`config.mk`:
```
export PLATFORM = sky130hd
export DESIGN_NAME = lcbe_cell
export DESIGN_NICKNAME = d
export VERILOG_FILES = /design/src/rtl/lcbe_pkg.sv /design/src/rtl/lcbe_cell.sv
export SDC_FILE = /design/constraint.sdc
export NUM_CORES = 1
export LEC_CHECK = 0
export ABC_AREA = 1
export CAP_MARGIN = 40
export CORE_AREA = 2 2 105 107
export CTS_CLUSTER_DIAMETER = 100
export DETAILED_ROUTE_END_ITERATION = 10
export DIE_AREA = 0 0 107 109
export DONT_BUFFER_PORTS = 1
export SLEW_MARGIN = 20
export SYNTH_ARGS = -nofsm -noshare
export SYNTH_HDL_FRONTEND = slang
export SYNTH_SLANG_ARGS = --single-unit
```
`constraint.sdc`:
```
create_clock -name clk -period 2.05 [get_ports clk]
set_input_delay 0.1025 -clock clk [delete_from_list [all_inputs] [get_ports clk]]
set_output_delay 0.1025 -clock clk [all_outputs]
set_load 0.01 [all_outputs]
```
`src/rtl/lcbe_pkg.sv`:
```
// shared types and constants for the lru cache with batch eviction
`default_nettype none

package lcbe_pkg;

    localparam logic [1:0] OP_GET   = 2'd0;
    localparam logic [1:0] OP_PUT   = 2'd1;
    localparam logic [1:0] OP_CLEAR = 2'd2;

    localparam logic [6:0] CAP_RESET = 7'd64;

    // capacity / 10 as (capacity * 205) >> 11, exact for 7-bit capacity
    localparam logic [14:0] BATCH_MUL   = 15'd205;
    localparam int          BATCH_SHIFT = 11;

    typedef struct packed {
        logic compare;
        logic shift_all;
        logic shift_hit;
    } lcbe_cell_ctrl_t;

endpackage

`default_nettype wire

```
`src/rtl/lcbe_cell.sv`:
```
// one recency-ordered entry of the cache chain
`default_nettype none

module lcbe_cell #(
    parameter int IDX        = 0,
    parameter int KEY_BITS   = 64,
    parameter int VALUE_BITS = 32,
    parameter int IW         = 6,
    parameter int CW         = 7
) (
    input  wire logic                          clk,
    input  wire lcbe_pkg::lcbe_cell_ctrl_t     ctrl,
    input  wire logic [KEY_BITS-1:0]           probe_key,
    input  wire logic [CW-1:0]                 limit,
    input  wire logic [IW-1:0]                 pos,
    input  wire logic [KEY_BITS-1:0]           prev_key,
    input  wire logic [VALUE_BITS-1:0]         prev_value,
    output logic      [KEY_BITS-1:0]           key,
    output logic      [VALUE_BITS-1:0]         value,
    output logic                               match
);
    import lcbe_pkg::*;

    logic [KEY_BITS-1:0]   key_reg;
    logic [VALUE_BITS-1:0] value_reg;
    logic                  key_eq_reg;
    logic                  live;
    logic                  load;

    assign live  = CW'(IDX) < limit;
    assign match = key_eq_reg & live;
    assign load  = ctrl.shift_all | (ctrl.shift_hit & (IW'(IDX) <= pos));
    assign key   = key_reg;
    assign value = value_reg;

    always_ff @(posedge clk)
    begin
        if (ctrl.compare)
        begin
            key_eq_reg <= (key_reg == probe_key);
        end
        if (load)
        begin
            key_reg   <= prev_key;
            value_reg <= prev_value;
        end
    end

endmodule

`default_nettype wire

```
-- After elaboration in Yosys (flattened, before gate mapping)
Index checks and enable logic that the tools add are counted.
W data, S select, Z words.
- input bits: 177
- bits in registers: 97
- word-level logic and storage cells: 9
- output and inout port bits: 97
- bitwise gates (word level): 3
- order comparisons: 2
- equal/unequal tests: 1
- operators by type and width (cell ; count):
    $eq A64 B64 Y1 ; 1
    $lt A1 B7 Y1 const A ; 1
    $le A1 B6 Y1 const A ; 1
    $and A1 B1 Y1 ; 2
    $or A1 B1 Y1 ; 1

-- Logic depth before layout (Yosys ltp)
- word-level depth: 3
- depth in mapped cells: 9
- mapped depth without buffers: 9

-- Worst setup path after synthesis
OpenSTA, ideal clock, no wires.
- path type: input port to flip-flop
- from: in ctrl[0] (netlist bit)
- to: reg key_reg[0] (netlist: key[0]) (enable)
- stages on the path: 1
- slack: 0.329 ns
- buffers on the path: 0
- library setup time: 0.414 ns
- data arrival time: 1.307 ns
- required time: 1.636 ns
- path through: or2_2
- word-level cells in the longest chain between the ends: 2
- ends and longest elaborated chain (what ; line ; RTL):
    from (decl) ; lcbe_cell.sv:12 ; input wire lcbe_pkg::lcbe_cell_ctrl_t ctrl,
    $and A1 B1 Y1 ; lcbe_cell.sv:32 ; assign load = ctrl.shift_all | (ctrl.shift_hit & (IW'(IDX) <= pos));
    $or A1 B1 Y1 ; lcbe_cell.sv:32 ;
    to (signal assigned) ; lcbe_cell.sv:44 ; key_reg <= prev_key;
    to (decl) ; lcbe_cell.sv:24 ; logic [KEY_BITS-1:0] key_reg;
No other way between the ends.
A chain may end at the register's enable or synchronous reset.

-- Worst setup path in the final report
- from: reg key_reg[29] (netlist: key[29])
- to: reg key_eq_reg (data pin)
- word-level cells in the longest chain between the ends: 1
- ends and longest elaborated chain (what ; line ; RTL):
    $eq A64 B64 Y1 ; lcbe_cell.sv:40 ; key_eq_reg <= (key_reg == probe_key);
    to (signal assigned) ; lcbe_cell.sv:40 ;
    to (decl) ; lcbe_cell.sv:26 ; logic key_eq_reg;
No other way between the ends.

==> results.md <==
* # H-tree levels at 3
* Detail Route Antenna Nets at 0
* Cell count after synthesis at 268
* WHS at 0.125 ns
* Buffers added on ports at 0
* Design area at 0.00522 mm^2
* Non-filler instance count after layout at 523
* Routed vias/inst at 4.42
* Maximum root-to-sink buffer count at 2
* Vias in the first global route at 2454
* Boundary Pins at 274
* Root cell of the clock tree: clkbuf_8
* Register share of total power at 60.8%
* Largest fanout on the critical path at 2
* Final number of max-transition violations at 0
* Height of the chip at 109 um
* Placed cell areas at 0.00404 mm^2
* Arr. time, crit path at 1.63 ns
* Cell with the biggest individual delay on the critical path: edfxtp_1
* Post-DR wirelength/cell at 16.6 um
* Placed cells at 410
* Area of the multi-input gates at 850 um^2
* Unrepaired setup endpoints after global routing: no
* Share of the clock period used by the worst path at 68.2%
* Final setup fails at 0
* Part of the power in combinational logic at 9.5%
* Count of vias placed by the detailed router at 2314
* Starting density of the core at 36.2%
* Count of max-cap constraint violations at 0
* Crit-path leading delay family: simple AND/OR/NAND/NOR gates
* Worst Setup Path Type: register to register
* Met2 Track Usage GR at 27.5%
* Num CTS Buffers at 9
* Drc violations at 0
* CP bufs+invs at 0
* Net count after synthesis at 445
* Number of warnings printed during yosys synthesis at 0
* Met3 capacity usage during global routing at 6.22%
* Global-route wire length before repair at 12100 um
* Peak ir drop on the vdd network at 0.000508 V
* Rows at 38
* Storage cell area at 0.00291 mm^2
* Status: finished, final reports clean
* HP Class: primary input to register
* Leakage dissipation at 0.00191 uW
* Sequential-to-total area share from yosys stat at 76.0%
* Power density normalized to cell area at 823 mW/mm^2
* Element type at the critical path start: register
* Net switching power figure at 1060 uW
* Transition at the pin with the smallest max-transition slack at 0.421 ns
* Power share of the clock group at 29.7%
* Maximum cell stage delay along the critical path at 0.47 ns
* Accumulated negative setup slack at 0 ns
* Maximum clock frequency at 716 MHz
* Fraction of final layout cells with drive strength greater than 1 at 4.96%
* Net count reported at finish at 555
* Overall routed net length at 8690 um
* Die W at 107 um
* Worst slew slack as a fraction of its limit at 71.7%
* Final Critical Period at 1.40 ns
* Total gr overflow at 0
* Routability-driven placement congestion ratio at 0.673
* Pin count of the biggest net entering global routing at 53
* Area Overhead vs Synth at 36.1%
* Total iterations of the first detailed-routing run at 5
* Mapped Area at 0.00383 mm^2
* Post-CTS setup repair buffer count at 0
* Worst EP required at 2.28 ns
* Count of clock tree sinks at 97
* Highest-utilization routing layer at the global route stage: met2
* Clock tree from TritonCTS: done
* Kind of end point of the critical path: register
* Number of flip-flops under the largest register name at 64
* GRT Resource Usage Total at 14.1%
* Clock latency of the later-clocked register in the worst-skew pair at 0.36 ns
* HPWL reported at the end of detailed placement at 6050 um
* Clock-pin slew on the worst setup and hold paths at 0.10 ns
* Switching share of power at 24.7%
* Synthesized area per cell at 14.3 um^2
* Utilization after layout at 49.2%
* Worst Clk Skew at 0.0134 ns
* Area of the placeable core at 0.0106 mm^2
* Critical-path cell list: xnor2_1 > nand2_1 > nor2_1 > nand2_1 > nor2_1 > nand2_1 > nor2_1
* Iteration-0 DRC count of the detailed router at 142
* Number of failing hold endpoints at the final stage at 0
* Met1 global-route usage at 12.8%
* Internal Pwr Total at 3240 uW
* Antenna fix cells at 0
* Count of different cell masters after synthesis at 9
* Number of antenna violations at the first check in global routing at 0
* Die Footprint at 0.0117 mm^2
* Count of filler cells inserted in the layout at 934
* Flops & latches, synth at 97
## cell type report
class | instances | share of cell area, %
Timing Repair Buffer | 99 | 19.1
Clock inverter | 7 | 1.63
Sequential cell | 97 | 55.8
Inverter | 20 | 1.44
Multi-Input combinational cell | 151 | 16.3
Clock buffer | 9 | 2.37
Tap cell | 140 | 3.36
## worst paths after layout
kind | start | end | slack, ns | cells past startpoint
worst max register to register | key[29]$_DFFE_PP_ | key_eq_reg$_DFFE_PP_ | 0.65 | 7
worst min-delay path | ctrl[0] | value[26]$_DFFE_PP_ | 0.12 | 1
worst max-delay path | key[29]$_DFFE_PP_ | key_eq_reg$_DFFE_PP_ | 0.65 | 7
worst min register to register | key[61]$_DFFE_PP_ | key_eq_reg$_DFFE_PP_ | 0.91 | 7
## per-stage QoR
stage	power [uW]	setup slack [ns]
detailed placement	2920	0.614
global route	4480	0.489
floorplan	2840	0.329
finish	4300	0.653
CTS	4350	0.583
global placement	2910	0.605
## logic make-up after synthesis
group	synth area share, %
buffers and inverters	1.96
flip-flops	76.0
XOR/XNOR	12.3
AO/OA/AOI/OAI	0.196
AND/OR/NAND/NOR	9.56
## what timing repair did
| item | CTS | global route |
|---|---|---|
| hold buffers | 97 | 0 |
| gates resized for setup | 0 | 0 |
| hold endpoints to repair | 97 | 0 |
## cell usage in the layout (no fill, tap or decap), drive strengths merged
master       count
a21boi           1
buf              2
bufinv           1
clkbuf           9
clkinv           1
clkinvlp         2
dlygate4sd3     97
edfxtp          97
inv             23
nand2           72
nor2            21
nor3             1
nor4             1
or2              1
xnor2           54
## power groups by stage
stage	registers [uW]	clock network (uW)	logic [uW]
floorplan	2620	0	219
global placement	2660	0	254
detailed placement	2660	0	258
CTS	2610	1320	409
global route	2630	1390	455
finish	2610	1280	409
## routing by layer
metal	share of wire [%]	up-vias	routed length, um
li1	-	1111	-
met1	32	1038	2790
met2	56	160	4890
met3	10	5	902
met4	1.1	0	99
met5	0	-	0
## synthesized netlist by cell type, drive strengths merged
library cell	instances	share of area, %
xnor2	54	12
edfxtp	97	76
inv	20	2.0
or2	1	0.16
a21boi	1	0.20
nand2	72	7.0
nor4	1	0.16
nor3	1	0.13
nor2	21	2.1
No activity file was read; power rests on OpenSTA's default activity.
